<file path="src/rtl/core/uart_idle_timeout_frame_receiver_macros.svh">
// Assertion helpers shared by the frame receiver RTL.
`ifndef UART_IDLE_TIMEOUT_FRAME_RECEIVER_MACROS_SVH
`define UART_IDLE_TIMEOUT_FRAME_RECEIVER_MACROS_SVH

// Same-cycle implication, checked outside reset
`define UITFR_ASSERT_NOW(label, ante, cons, msg) \
    label: assert property (@(posedge i_clk) disable iff (!i_rst_n) (ante) |-> (cons)) \
        else $error(msg);

// Next-cycle implication, checked outside reset
`define UITFR_ASSERT_NEXT(label, ante, cons, msg) \
    label: assert property (@(posedge i_clk) disable iff (!i_rst_n) (ante) |=> (cons)) \
        else $error(msg);

`endif

</file>
<file path="src/rtl/core/uitfr_pkg.sv">
`default_nettype none

package uitfr_pkg;

    // Field widths fixed by the interface
    localparam int ACTION_W = 3;
    localparam int DATA_W   = 8;
    localparam int STATUS_W = 2;
    localparam int LEN_W    = 7;
    localparam int TICK_W   = 8;

    // Store depth default and register reset values
    localparam int FRAME_DEPTH_DEFAULT        = 64;
    localparam logic [TICK_W-1:0] GAP_RESET     = 8'd5;
    localparam logic [TICK_W-1:0] HOLDOFF_RESET = 8'd5;

    // Configuration register indexes
    typedef enum logic [0:0] {
        CFG_GAP_TIMEOUT   = 1'b0,
        CFG_ERROR_HOLDOFF = 1'b1
    } t_cfg_index;

    // Input item actions
    typedef enum logic [ACTION_W-1:0] {
        ACT_RX_BYTE = 3'd0,
        ACT_OVERRUN = 3'd1,
        ACT_TICK    = 3'd2,
        ACT_SCAN    = 3'd3,
        ACT_READ    = 3'd4
    } t_action;

    // Result status codes
    typedef enum logic [STATUS_W-1:0] {
        ST_OK        = 2'd0,
        ST_NOT_READY = 2'd1,
        ST_TX_BUSY   = 2'd2,
        ST_DROPPED   = 2'd3
    } t_status;

    // Receiver phase
    typedef enum logic [1:0] {
        PH_IDLE     = 2'd0,
        PH_BUSY     = 2'd1,
        PH_COMPLETE = 2'd2,
        PH_READY    = 2'd3
    } t_phase;

    // Read-out sequencer
    typedef enum logic [1:0] {
        SEQ_IDLE,
        SEQ_PRIME,
        SEQ_STREAM
    } t_seq;

    // Frame RAM port strobes
    typedef struct packed {
        logic wr_en;
        logic rd_en;
    } t_ram_ctrl;

endpackage

`default_nettype wire

</file>
<file path="src/rtl/core/uitfr_frame_ram.sv">
`default_nettype none

module uitfr_frame_ram
    import uitfr_pkg::*;
#(
    parameter int FRAME_DEPTH = FRAME_DEPTH_DEFAULT,
    localparam int ADDR_W = $clog2(FRAME_DEPTH)
) (
    input  wire logic              i_clk,
    input  wire t_ram_ctrl         i_ctrl,
    input  wire logic [ADDR_W-1:0] i_wr_addr,
    input  wire logic [DATA_W-1:0] i_wr_data,
    input  wire logic [ADDR_W-1:0] i_rd_addr,
    output logic      [DATA_W-1:0] o_rd_data
);

    logic [DATA_W-1:0] r_mem [FRAME_DEPTH];
    logic [DATA_W-1:0] r_rd_data;

    // Store a received byte
    always_ff @(posedge i_clk) begin
        if (i_ctrl.wr_en) begin
            r_mem[i_wr_addr] <= i_wr_data;
        end
    end

    // Registered read, held while not enabled
    always_ff @(posedge i_clk) begin
        if (i_ctrl.rd_en) begin
            r_rd_data <= r_mem[i_rd_addr];
        end
    end

    assign o_rd_data = r_rd_data;

endmodule

`default_nettype wire

</file>
<file path="src/rtl/core/uart_idle_timeout_frame_receiver.sv">
// Receive framer that collects bytes into a frame and closes the frame after a quiet gap of
// gap_timeout_ticks millisecond ticks; a scan event promotes a complete frame to ready (or,
// after an overrun, drops it and loads the error hold-off), and a read streams the ready
// frame out as one result per byte with last on the final byte. Received-byte, overrun,
// tick and scan items, and refused reads, each give one result. A read is accepted, then
// the frame RAM's registered read port is primed, then the bytes stream out one per cycle
// through that single read port while the output does not stall. No new item is taken
// during a read-out. The frame RAM needs no clearing after reset.
`default_nettype none

`include "uart_idle_timeout_frame_receiver_macros.svh"

module uart_idle_timeout_frame_receiver
    import uitfr_pkg::*;
#(
    parameter int FRAME_DEPTH = FRAME_DEPTH_DEFAULT
) (
    input  wire logic                i_clk,
    input  wire logic                i_rst_n,
    // configuration write channel
    input  wire logic                i_cfg_valid,
    output logic                     o_cfg_ready,
    input  wire logic [0:0]          i_cfg_index,
    input  wire logic [TICK_W-1:0]   i_cfg_data,
    // input item channel
    input  wire logic                i_in_valid,
    output logic                     o_in_ready,
    input  wire logic [ACTION_W-1:0] i_action,
    input  wire logic [DATA_W-1:0]   i_rx_data,
    input  wire logic                i_tx_busy,
    // result channel
    output logic                     o_out_valid,
    input  wire logic                i_out_ready,
    output logic [STATUS_W-1:0]      o_status,
    output logic [DATA_W-1:0]        o_data_byte,
    output logic [LEN_W-1:0]         o_frame_length,
    output logic [1:0]               o_receiver_state,
    output logic                     o_last
);

    localparam int CNT_W  = $clog2(FRAME_DEPTH + 1);
    localparam int ADDR_W = $clog2(FRAME_DEPTH);
    localparam logic [CNT_W-1:0] DEPTH_C = CNT_W'(FRAME_DEPTH);
    localparam logic [CNT_W-1:0] ONE_C   = CNT_W'(1);

    // configuration registers
    logic [TICK_W-1:0] r_gap_cfg;
    logic [TICK_W-1:0] r_holdoff_cfg;

    // receiver state
    t_phase            r_phase,     n_phase;
    logic [CNT_W-1:0]  r_count,     n_count;
    logic [TICK_W-1:0] r_gap,       n_gap;
    logic              r_ovr,       n_ovr;
    logic [CNT_W-1:0]  r_ready_len, n_ready_len;

    // read-out sequencer
    t_seq              r_seq,       n_seq;
    logic [CNT_W-1:0]  r_idx,       n_idx;
    logic [CNT_W-1:0]  r_len,       n_len;

    // output register
    logic              r_out_valid, n_out_valid;
    t_status           r_status,    n_status;
    logic [DATA_W-1:0] r_data,      n_data;
    logic [LEN_W-1:0]  r_len_out,   n_len_out;
    t_phase            r_state_out, n_state_out;
    logic              r_last,      n_last;

    // frame RAM access
    t_ram_ctrl         ram_ctrl;
    logic [ADDR_W-1:0] ram_rd_addr;
    logic [DATA_W-1:0] ram_rd_data;

    logic              in_fire;
    logic              out_free;
    logic              start_stream;
    logic              stream_last;
    logic [CNT_W-1:0]  eff_count;
    logic [CNT_W-1:0]  idx_inc;

    assign o_cfg_ready  = 1'b1;
    assign out_free     = !r_out_valid || i_out_ready;
    assign o_in_ready   = (r_seq == SEQ_IDLE) && out_free;
    assign in_fire      = i_in_valid && o_in_ready;
    assign eff_count    = (r_phase == PH_IDLE) ? '0 : r_count;
    assign idx_inc      = r_idx + ONE_C;
    assign stream_last  = (idx_inc == r_len);
    assign start_stream = in_fire && (t_action'(i_action) == ACT_READ) && !i_tx_busy
                          && (r_phase == PH_READY) && (r_ready_len != '0);

    // Sequencer next state
    always_comb begin
        n_seq = r_seq;
        case (r_seq)
            SEQ_IDLE: begin
                if (start_stream) begin
                    n_seq = SEQ_PRIME;
                end
            end
            SEQ_PRIME: begin
                n_seq = SEQ_STREAM;
            end
            SEQ_STREAM: begin
                if (out_free && stream_last) begin
                    n_seq = SEQ_IDLE;
                end
            end
            default: begin
                n_seq = SEQ_IDLE;
            end
        endcase
    end

    // Item processing, read-out and output register loading
    always_comb begin
        n_phase     = r_phase;
        n_count     = r_count;
        n_gap       = r_gap;
        n_ovr       = r_ovr;
        n_ready_len = r_ready_len;
        n_idx       = r_idx;
        n_len       = r_len;
        n_out_valid = r_out_valid && !i_out_ready;
        n_status    = r_status;
        n_data      = r_data;
        n_len_out   = r_len_out;
        n_state_out = r_state_out;
        n_last      = r_last;
        ram_ctrl    = '0;
        ram_rd_addr = r_idx[ADDR_W-1:0];

        if (in_fire) begin
            n_out_valid = 1'b1;
            n_status    = ST_OK;
            n_data      = '0;
            n_len_out   = '0;
            n_last      = 1'b1;
            case (t_action'(i_action))
                ACT_RX_BYTE: begin
                    if (r_phase == PH_IDLE || r_phase == PH_BUSY) begin
                        n_phase = PH_BUSY;
                        n_count = eff_count;
                        if (eff_count < DEPTH_C) begin
                            ram_ctrl.wr_en = 1'b1;
                            n_count        = eff_count + ONE_C;
                            n_gap          = r_gap_cfg;
                        end else begin
                            n_status = ST_DROPPED;
                        end
                    end else begin
                        n_status = ST_DROPPED;
                    end
                end
                ACT_OVERRUN: begin
                    n_ovr = 1'b1;
                end
                ACT_TICK: begin
                    if (r_gap != '0) begin
                        n_gap = r_gap - TICK_W'(1);
                        if (r_gap == TICK_W'(1) && r_phase == PH_BUSY) begin
                            n_phase = PH_COMPLETE;
                        end
                    end
                end
                ACT_SCAN: begin
                    // clear a latched overrun first, then promote a complete frame
                    if (r_ovr) begin
                        n_phase = PH_IDLE;
                        n_gap   = r_holdoff_cfg;
                        n_count = '0;
                        n_ovr   = 1'b0;
                    end
                    if (n_phase == PH_COMPLETE) begin
                        n_ready_len = r_count;
                        n_phase     = PH_READY;
                    end
                end
                ACT_READ: begin
                    if (i_tx_busy) begin
                        n_status = ST_TX_BUSY;
                    end else if (r_phase == PH_READY) begin
                        n_phase     = PH_IDLE;
                        n_ready_len = '0;
                        if (start_stream) begin
                            // no result yet: the bytes follow from the sequencer
                            n_out_valid = r_out_valid && !i_out_ready;
                            n_len       = r_ready_len;
                            n_idx       = '0;
                        end
                    end else begin
                        n_status = ST_NOT_READY;
                    end
                end
                default: begin
                end
            endcase
            n_state_out = n_phase;
        end else if (r_seq == SEQ_PRIME) begin
            // fetch the first byte
            ram_ctrl.rd_en = 1'b1;
            ram_rd_addr    = r_idx[ADDR_W-1:0];
        end else if (r_seq == SEQ_STREAM && out_free) begin
            // hand over the fetched byte and fetch the next one
            n_out_valid = 1'b1;
            n_status    = ST_OK;
            n_data      = ram_rd_data;
            n_len_out   = LEN_W'(r_len);
            n_state_out = r_phase;
            n_last      = stream_last;
            if (!stream_last) begin
                n_idx          = idx_inc;
                ram_ctrl.rd_en = 1'b1;
                ram_rd_addr    = idx_inc[ADDR_W-1:0];
            end
        end
    end

    // Configuration registers
    always_ff @(posedge i_clk) begin
        if (!i_rst_n) begin
            r_gap_cfg     <= GAP_RESET;
            r_holdoff_cfg <= HOLDOFF_RESET;
        end else if (i_cfg_valid && o_cfg_ready) begin
            case (t_cfg_index'(i_cfg_index))
                CFG_GAP_TIMEOUT:   r_gap_cfg     <= i_cfg_data;
                CFG_ERROR_HOLDOFF: r_holdoff_cfg <= i_cfg_data;
                default: begin
                end
            endcase
        end
    end

    // Control state
    always_ff @(posedge i_clk) begin
        if (!i_rst_n) begin
            r_phase     <= PH_IDLE;
            r_count     <= '0;
            r_gap       <= '0;
            r_ovr       <= 1'b0;
            r_ready_len <= '0;
            r_seq       <= SEQ_IDLE;
            r_out_valid <= 1'b0;
        end else begin
            r_phase     <= n_phase;
            r_count     <= n_count;
            r_gap       <= n_gap;
            r_ovr       <= n_ovr;
            r_ready_len <= n_ready_len;
            r_seq       <= n_seq;
            r_out_valid <= n_out_valid;
        end
    end

    // Payload registers
    always_ff @(posedge i_clk) begin
        r_idx       <= n_idx;
        r_len       <= n_len;
        r_status    <= n_status;
        r_data      <= n_data;
        r_len_out   <= n_len_out;
        r_state_out <= n_state_out;
        r_last      <= n_last;
    end

    uitfr_frame_ram #(
        .FRAME_DEPTH (FRAME_DEPTH)
    ) u_frame_ram (
        .i_clk     (i_clk),
        .i_ctrl    (ram_ctrl),
        .i_wr_addr (eff_count[ADDR_W-1:0]),
        .i_wr_data (i_rx_data),
        .i_rd_addr (ram_rd_addr),
        .o_rd_data (ram_rd_data)
    );

    assign o_out_valid      = r_out_valid;
    assign o_status         = r_status;
    assign o_data_byte      = r_data;
    assign o_frame_length   = r_len_out;
    assign o_receiver_state = r_state_out;
    assign o_last           = r_last;

    `UITFR_ASSERT_NOW(a_count_bound, 1'b1, r_count <= DEPTH_C, "byte count beyond depth")
    `UITFR_ASSERT_NOW(a_ready_len, r_phase == PH_READY, r_ready_len != '0, "empty ready frame")
    `UITFR_ASSERT_NEXT(a_prime_once, r_seq == SEQ_PRIME, r_seq == SEQ_STREAM, "prime stuck")
    `UITFR_ASSERT_NOW(a_idx_bound, r_seq == SEQ_STREAM, r_idx < r_len, "index past length")
    `UITFR_ASSERT_NOW(a_readout_idle, r_seq != SEQ_IDLE, r_phase == PH_IDLE, "phase moved")

endmodule

`default_nettype wire

</file>
<file path="config.mk">
export PLATFORM = sky130hd
export DESIGN_NAME = uart_idle_timeout_frame_receiver
export DESIGN_NICKNAME = d
export VERILOG_FILES = /design/src/rtl/core/uitfr_pkg.sv /design/src/rtl/core/uitfr_frame_ram.sv /design/src/rtl/core/uart_idle_timeout_frame_receiver.sv
export VERILOG_INCLUDE_DIRS = /design/src /design/src/rtl/core
export SDC_FILE = /design/constraint.sdc
export NUM_CORES = 1
export LEC_CHECK = 0
export BUFFER_PORTS_ARGS = -buffer_cell sky130_fd_sc_hd__buf_4
export CAP_MARGIN = 0
export CORE_MARGIN = 10
export CORE_UTILIZATION = 60
export CTS_CLUSTER_SIZE = 25
export DETAILED_ROUTE_END_ITERATION = 8
export PLACE_DENSITY_LB_ADDON = 0.3
export RECOVER_POWER = 50
export SLEW_MARGIN = 25
export SYNTH_ARGS = -nofsm -noshare
export SYNTH_HDL_FRONTEND = slang
export SYNTH_SLANG_ARGS = --single-unit
</file>
<file path="constraint.sdc">
create_clock -name i_clk -period 4.2 [get_ports i_clk]
set_input_delay 0.21 -clock i_clk [delete_from_list [all_inputs] [get_ports i_clk]]
set_output_delay 0.21 -clock i_clk [all_outputs]
set_load 0.03 [all_outputs]
</file>
* Yosys cells after proc, flatten, opt, wreduce, memory -nomap -nowiden
Memory sizes are Yosys's and may differ from the RTL's. A register that Yosys moved wholly into a read port is not among the register bits.
Index checks and enable logic that the tools add are counted.
** Word-level totals
- Bits in latches :: 0
- Output and inout bits :: 23
- Input port bits :: 26
- Memory bits (writable) :: 512
- ROM bits :: 0
- Bits in registers :: 78
- Memories :: 1
- Logic and storage cells :: 154
** Memories
- u_frame_ram.r_mem :: depth 64, bits a word 8, read ports 1, clocked after memory_dff 1, write ports 1, line uitfr_frame_ram.sv:17 : logic [DATA_W-1:0] r_mem [FRAME_DEPTH];
** Operators by class
- Divide/modulo/power cells :: 0
- Multipliers :: 0
- Equality and inequality tests :: 26
- Shift operators :: 0
- Bitwise logic cells :: 3
- Magnitude comparators :: 1
- Reduce and logical (&&, ||, !) cells :: 36
- Add/sub/neg operators :: 3
- Mux-type cells :: 68
** Operator list (count)
- $mux W7 :: 15
- $mux W2 :: 20
- $mux W8 :: 4
- $pmux W7 S2 :: 2
- $mux W6 :: 4
- $pmux W8 S3 :: 1
- $ne A2 B2 Y1 const B :: 11
- $mux W1 :: 18
- $add A7 B1 Y7 const B :: 2
- $reduce_and A2 Y1 :: 6
- $logic_and A1 B1 Y1 :: 10
- $reduce_and A5 Y1 :: 2
- $eq A8 B1 Y1 const B :: 1
- $ne A2 B1 Y1 const B :: 4
- $pmux W2 S4 :: 1
- $reduce_bool A2 Y1 :: 4
- $reduce_bool A8 Y1 :: 1
- $sub A8 B1 Y8 const B :: 1
- $eq A7 B7 Y1 :: 1
- $lt A7 B7 Y1 const B :: 1
- $reduce_and A7 Y1 :: 1
- $reduce_bool A7 Y1 :: 1
- $eq A2 B2 Y1 const B :: 3
- $eq A3 B2 Y1 const B :: 2
- other kinds (14) :: 21

* Longest topological paths before layout
- Word-level depth :: 13
- Gate-level depth with buffers :: 15
- Depth with buffers taken out :: 11

* Modules after synthesis
A second synthesis with hierarchy kept.
** Second synthesis, totals
- Cell total of the unflattened synthesis :: 1435
- Area, all modules :: 24116.9 µm²
** By module, submodules not included
- uitfr_frame_ram :: area an instance 20205.6 µm², times used 1, seq. area each 15615.0 µm², cells each 962
- uart_idle_timeout_frame_receiver :: area an instance 3911.3 µm², times used 1, seq. area each 1741.7 µm², cells each 473

* Worst setup path before layout
Ideal clock, no wire load.
- Path type :: register -> register
- From :: reg r_out_valid, in the netlist o_out_valid
- To :: mem u_frame_ram.r_mem[48][0] (enable)
- Library setup time :: 0.371 ns
- Cell stages (with the launch flop) :: 10
- Arrival :: 3.049 ns
- Buffers on the path :: 0
- Setup slack :: 0.780 ns
- Data required time :: 3.829 ns
- Path through :: dfxtp_1 nor2b_1 nor3_1 nand2_1 nor2_1 nand2_1 a21oi_1 nor2b_1 nand4_1 nor2_1
** On the way
- Longest elaborated chain between the ends :: 7
** Ends and longest elaborated chain
- from (decl) :: line uart_idle_timeout_frame_receiver.sv:63 : logic r_out_valid, n_out_valid;
- from (signal assigned) :: line uart_idle_timeout_frame_receiver.sv:251 : r_out_valid <= n_out_valid;
- $logic_not A1 Y1 :: line uart_idle_timeout_frame_receiver.sv:83 : assign out_free = !r_out_valid || i_out_ready;
- $logic_or A1 B1 Y1 :: line uart_idle_timeout_frame_receiver.sv:83
- $logic_and A1 B1 Y1 :: line uart_idle_timeout_frame_receiver.sv:84 : assign o_in_ready = (r_seq == SEQ_IDLE) && out_free;
- named net o_in_ready :: line uart_idle_timeout_frame_receiver.sv:27 : output logic o_in_ready,
- $logic_and A1 B1 Y1 :: line uart_idle_timeout_frame_receiver.sv:85 : assign in_fire = i_in_valid && o_in_ready;
- $mux W1 :: line uart_idle_timeout_frame_receiver.sv:133 : if (in_fire) begin
- $mux W1 :: line uitfr_frame_ram.sv:22 : if (i_ctrl.wr_en) begin
- $mux W1 (not written as such) :: line uitfr_frame_ram.sv:23 : r_mem[i_wr_addr] <= i_wr_data;
- to (decl) :: line uitfr_frame_ram.sv:17
The timed path passes the listed nets, and every way through them passes these cells.

* Worst setup path in the final report
- From :: reg r_idx[0]
- To :: reg u_frame_ram.r_rd_data[3], in the netlist u_frame_ram.o_rd_data[3] (read register of u_frame_ram.r_mem), data pin
** On the way
- Longest elaborated chain between the ends :: 6
** Ends and longest elaborated chain
- from (decl) :: line uart_idle_timeout_frame_receiver.sv:59 : logic [CNT_W-1:0] r_idx, n_idx;
- from (signal assigned) :: line uart_idle_timeout_frame_receiver.sv:257 : r_idx <= n_idx;
- $add A7 B1 Y7 :: line uart_idle_timeout_frame_receiver.sv:87 : assign idx_inc = r_idx + ONE_C;
- $eq A7 B7 Y1 :: line uart_idle_timeout_frame_receiver.sv:88 : assign stream_last = (idx_inc == r_len);
- $mux W6 / $mux W1 (equally long branches) :: line uart_idle_timeout_frame_receiver.sv:211 : if (!stream_last) begin
- $mux W6 / $mux W1 (equally long branches) :: line uart_idle_timeout_frame_receiver.sv:203 : end else if (r_seq == SEQ_STREAM && out_free) begin
- $mux W6 / $mux W1 (equally long branches) :: line uart_idle_timeout_frame_receiver.sv:199 : end else if (r_seq == SEQ_PRIME) begin
- $mux W6 / $mux W1 (equally long branches) :: line uart_idle_timeout_frame_receiver.sv:133
- to (decl) :: line uitfr_frame_ram.sv:18 : logic [DATA_W-1:0] r_rd_data;
Several ways; a longest one is shown, not always the timed one.
A chain may end at the register's enable or synchronous reset.

==> results.txt <==
Routability congestion estimate = 1.02
Clk_lat worst skew = 0.62 ns
Setup violations, final = 0
Mapped Cells = 2135
Worst endpoint required time = 4.68 ns
Commonest non-fill, non-tap cell in the layout = edfxtp_1
CP startpoint kind = flop
Worst Tran Pin Value = 3.58 ns
Largest net degree at the start of global routing = 69
Worst-case clock buffer depth = 3
#FFs+latches synth = 598
Vias in the first global route = 18900
Routed Antenna Nets = 0
Iter 0 DRT Violations = 2810
Vias = 19500
DR WL/cell = 27.0 um
Failing checks = max-capacitance violations, max-slew violations
Most frequent cells in the layout = edfxtp_1 (538), nand2_1 (227), nor2_1 (159), o21ai_0 (97), a21oi_1 (92)
Die footprint = 54000 sq um
CP max FO = 27
Starting Density = 0.609
Final setup margin = 0.107 ns
PnR Total Power = 12000 uW
VDD IR-drop max = 0.393 mV
Unrepaired setup endpoints after global routing = false
Synthesis warning total = 0
Max Cap Viol = 8
Syn Nets = 2165
TritonCTS clock tree = yes
Post-synth top flop = edfxtp_1
First-pass detailed-route iteration total = 6
Path type of the worst setup path = flop to flop
Net count, final = 2206
Boundary Pins = 49
Fmax = 244 MHz
Die Y = 232 um
Critical path endpoint category = flop
Setup TNS = 0 ns
IO Port Bufs = 47
CTS H-tree depth = 2
Clk slew on worst S/H paths = 0.06 ns
First-pass GRT wire length = 114 mm
Clock skew = 0.0176 ns
Cts bufs inserted = 58
Hold Path Class = input pin to flop
FP Rows = 77
Share of layout cells above drive strength 1 = 0.138
Via density per instance = 6.91
Initial antenna violation count = 1
Total grt overflow = 0
Fin crit share = 0.975
Clk sink count = 598
Max-slew violation count = 520
Syn Std Cell Area = 27000 sq um
Post-route minimum period = 4.09 ns
Fillers = 3128
Root Driver = clkbuf_16
Core Region = 44400 sq um
Post-synth EDFFs = 538
Unique masters post-synth = 84
Sequential area share after synthesis = 0.642
Die width = 232 um
Post-synth ARST share = 0
DP Wirelength = 48.8 mm
Final Hold Vio Count = 0
Outcome = finished with violations
Residual DRC count = 0
Final Routed Wirelength = 76.1 mm
Avg Inst Size Synth = 12.7 sq um
Critical Path AT = 4.57 ns
Total GRT Usage = 0.277
Setup slack after placement = 0.152 ns
Final hold slack = 0.0326 ns
Relative slew slack = -1.39
Lkg Pwr = 0.00965 uW
Area Growth Syn to Fin = 11.2%
Pwr Density = 398 nW/um^2
-- sequential cells by signal, indices dropped and copies added, names as in the netlist, 2 cells and up --
register and count:
u_frame_ram.r_mem 512, o_data_byte 8, r_gap 8, r_gap_cfg 8, r_holdoff_cfg 8, u_frame_ram.o_rd_data 8
o_frame_length 7, r_count 7, r_idx 7, r_len 7, r_ready_len 7, o_receiver_state 2
o_status 2, r_phase 2, r_seq 2
-- per-layer routing --
layer  routed length (um)  up-vias  track usage  share of wire
li1                     -     8445            -              -
met2                35600     1205        0.433           0.47
met3                 7870      243       0.0643           0.10
met4                 4000        0        0.150          0.053
met5                    0        -            0              0
met1                28600     9559        0.352           0.38
-- final timing paths --
| path | startpoint | endpoint | slack (ns) | depth (start not counted) |
|---|---|---|---|---|
| min reg2reg | r_ready_len[5] | r_len[5] | 0.46 | 0 |
| max reg2reg | r_idx[0] | u_frame_ram.o_rd_data[3] | 0.11 | 13 |
| min | i_action[0] | r_ovr | 0.03 | 2 |
| max | r_idx[0] | u_frame_ram.o_rd_data[3] | 0.11 | 13 |
-- Yosys cell counts, types with 3 or more instances --
cell type	n	area [sq um]
edfxtp_1	538	16200
nand2_1	228	856
nor2_1	159	597
o21ai_0	99	495
a21oi_1	93	465
clkbuf_1	90	338
mux2_2	90	1010
mux2i_1	74	741
o22ai_1	71	444
a221oi_1	69	604
nand3_1	69	345
o221ai_1	64	561
dfxtp_1	60	1200
o211ai_1	42	315
buf_2	35	175
nand4_1	32	200
nor3_1	26	130
nor2b_1	22	138
buf_1	20	75.1
a211oi_1	19	143
and3_1	19	119
or3_1	16	100
inv_1	14	52.6
a22oi_1	12	90.1
buf_4	12	90.1
a31oi_1	11	68.8
nand2b_1	11	68.8
mux2_1	10	113
o311ai_0	10	87.6
a2111oi_0	9	78.8
and2_1	9	56.3
xnor2_1	9	78.8
a221o_1	7	70.1
buf_6	6	67.6
xor2_1	6	52.6
a311oi_1	5	43.8
mux4_2	5	113
a32oi_1	4	35.0
ha_1	4	50.1
or2_2	4	25.0
or4_1	3	22.5
-- worst max-delay path, stage by stage (launching register included) --
cell and delay (ns):
edfxtp_1 0.53, ha_4 0.25, nand3_4 0.12, a211o_1 0.40, and3_1 0.36, a21oi_4 0.29
buf_4 0.23, a2bb2oi_4 0.15, buf_4 0.33, nor2_1 0.08, a211oi_1 0.64, o211ai_1 0.23
and3_1 0.25, nand4_1 0.09
-- kinds of logic after synthesis --
| kind of cell | synth area share |
|---|---|
| buffers and inverters | 0.0295 |
| flip-flops | 0.642 |
| other | 0.000139 |
| adder cells (fa/ha/maj) | 0.00185 |
| AND/OR/NAND/NOR | 0.104 |
| AO/OA/AOI/OAI | 0.142 |
| XOR/XNOR | 0.00796 |
| multiplexers | 0.0732 |
-- cell type report --
type / count / area (sq um) / area share
Antenna cell: 2 / 5.00 / 0.000166
Clock buffer: 79 / 1680 / 0.0557
Clock inverter: 25 / 223 / 0.00741
Inverter: 14 / 52.6 / 0.00175
Multi-Input combinational cell: 1360 / 8980 / 0.299
Sequential cell: 598 / 17400 / 0.577
Tap cell: 592 / 741 / 0.0246
Timing Repair Buffer: 144 / 1040 / 0.0345
-- per-stage QoR --
stage | util | area, sq um | cells
floorplan | - | 27000 | 2135
global placement | 0.632 | 28100 | 2690
detailed placement | 0.632 | 28100 | 2690
CTS | 0.679 | 30100 | 2810
global route | 0.677 | 30100 | 2813
finish | 0.677 | 30100 | 2814
-- timing repair --
item | in CTS | in global routing
buffers inserted | 0 | 2
hold endpoints to repair | 24 | 0
gates resized for setup | 0 | 3
hold buffers | 16 | 0
setup endpoints to repair | 0 | 5
-- power breakdown --
group          internal, uW  total, uW  switching, uW
combinational          52.2        230            178
clock                  3020       5210           2190
sequential             6500       6510           11.9
total                  9570      12000           2380
No activity file was read; power rests on OpenSTA's default activity.
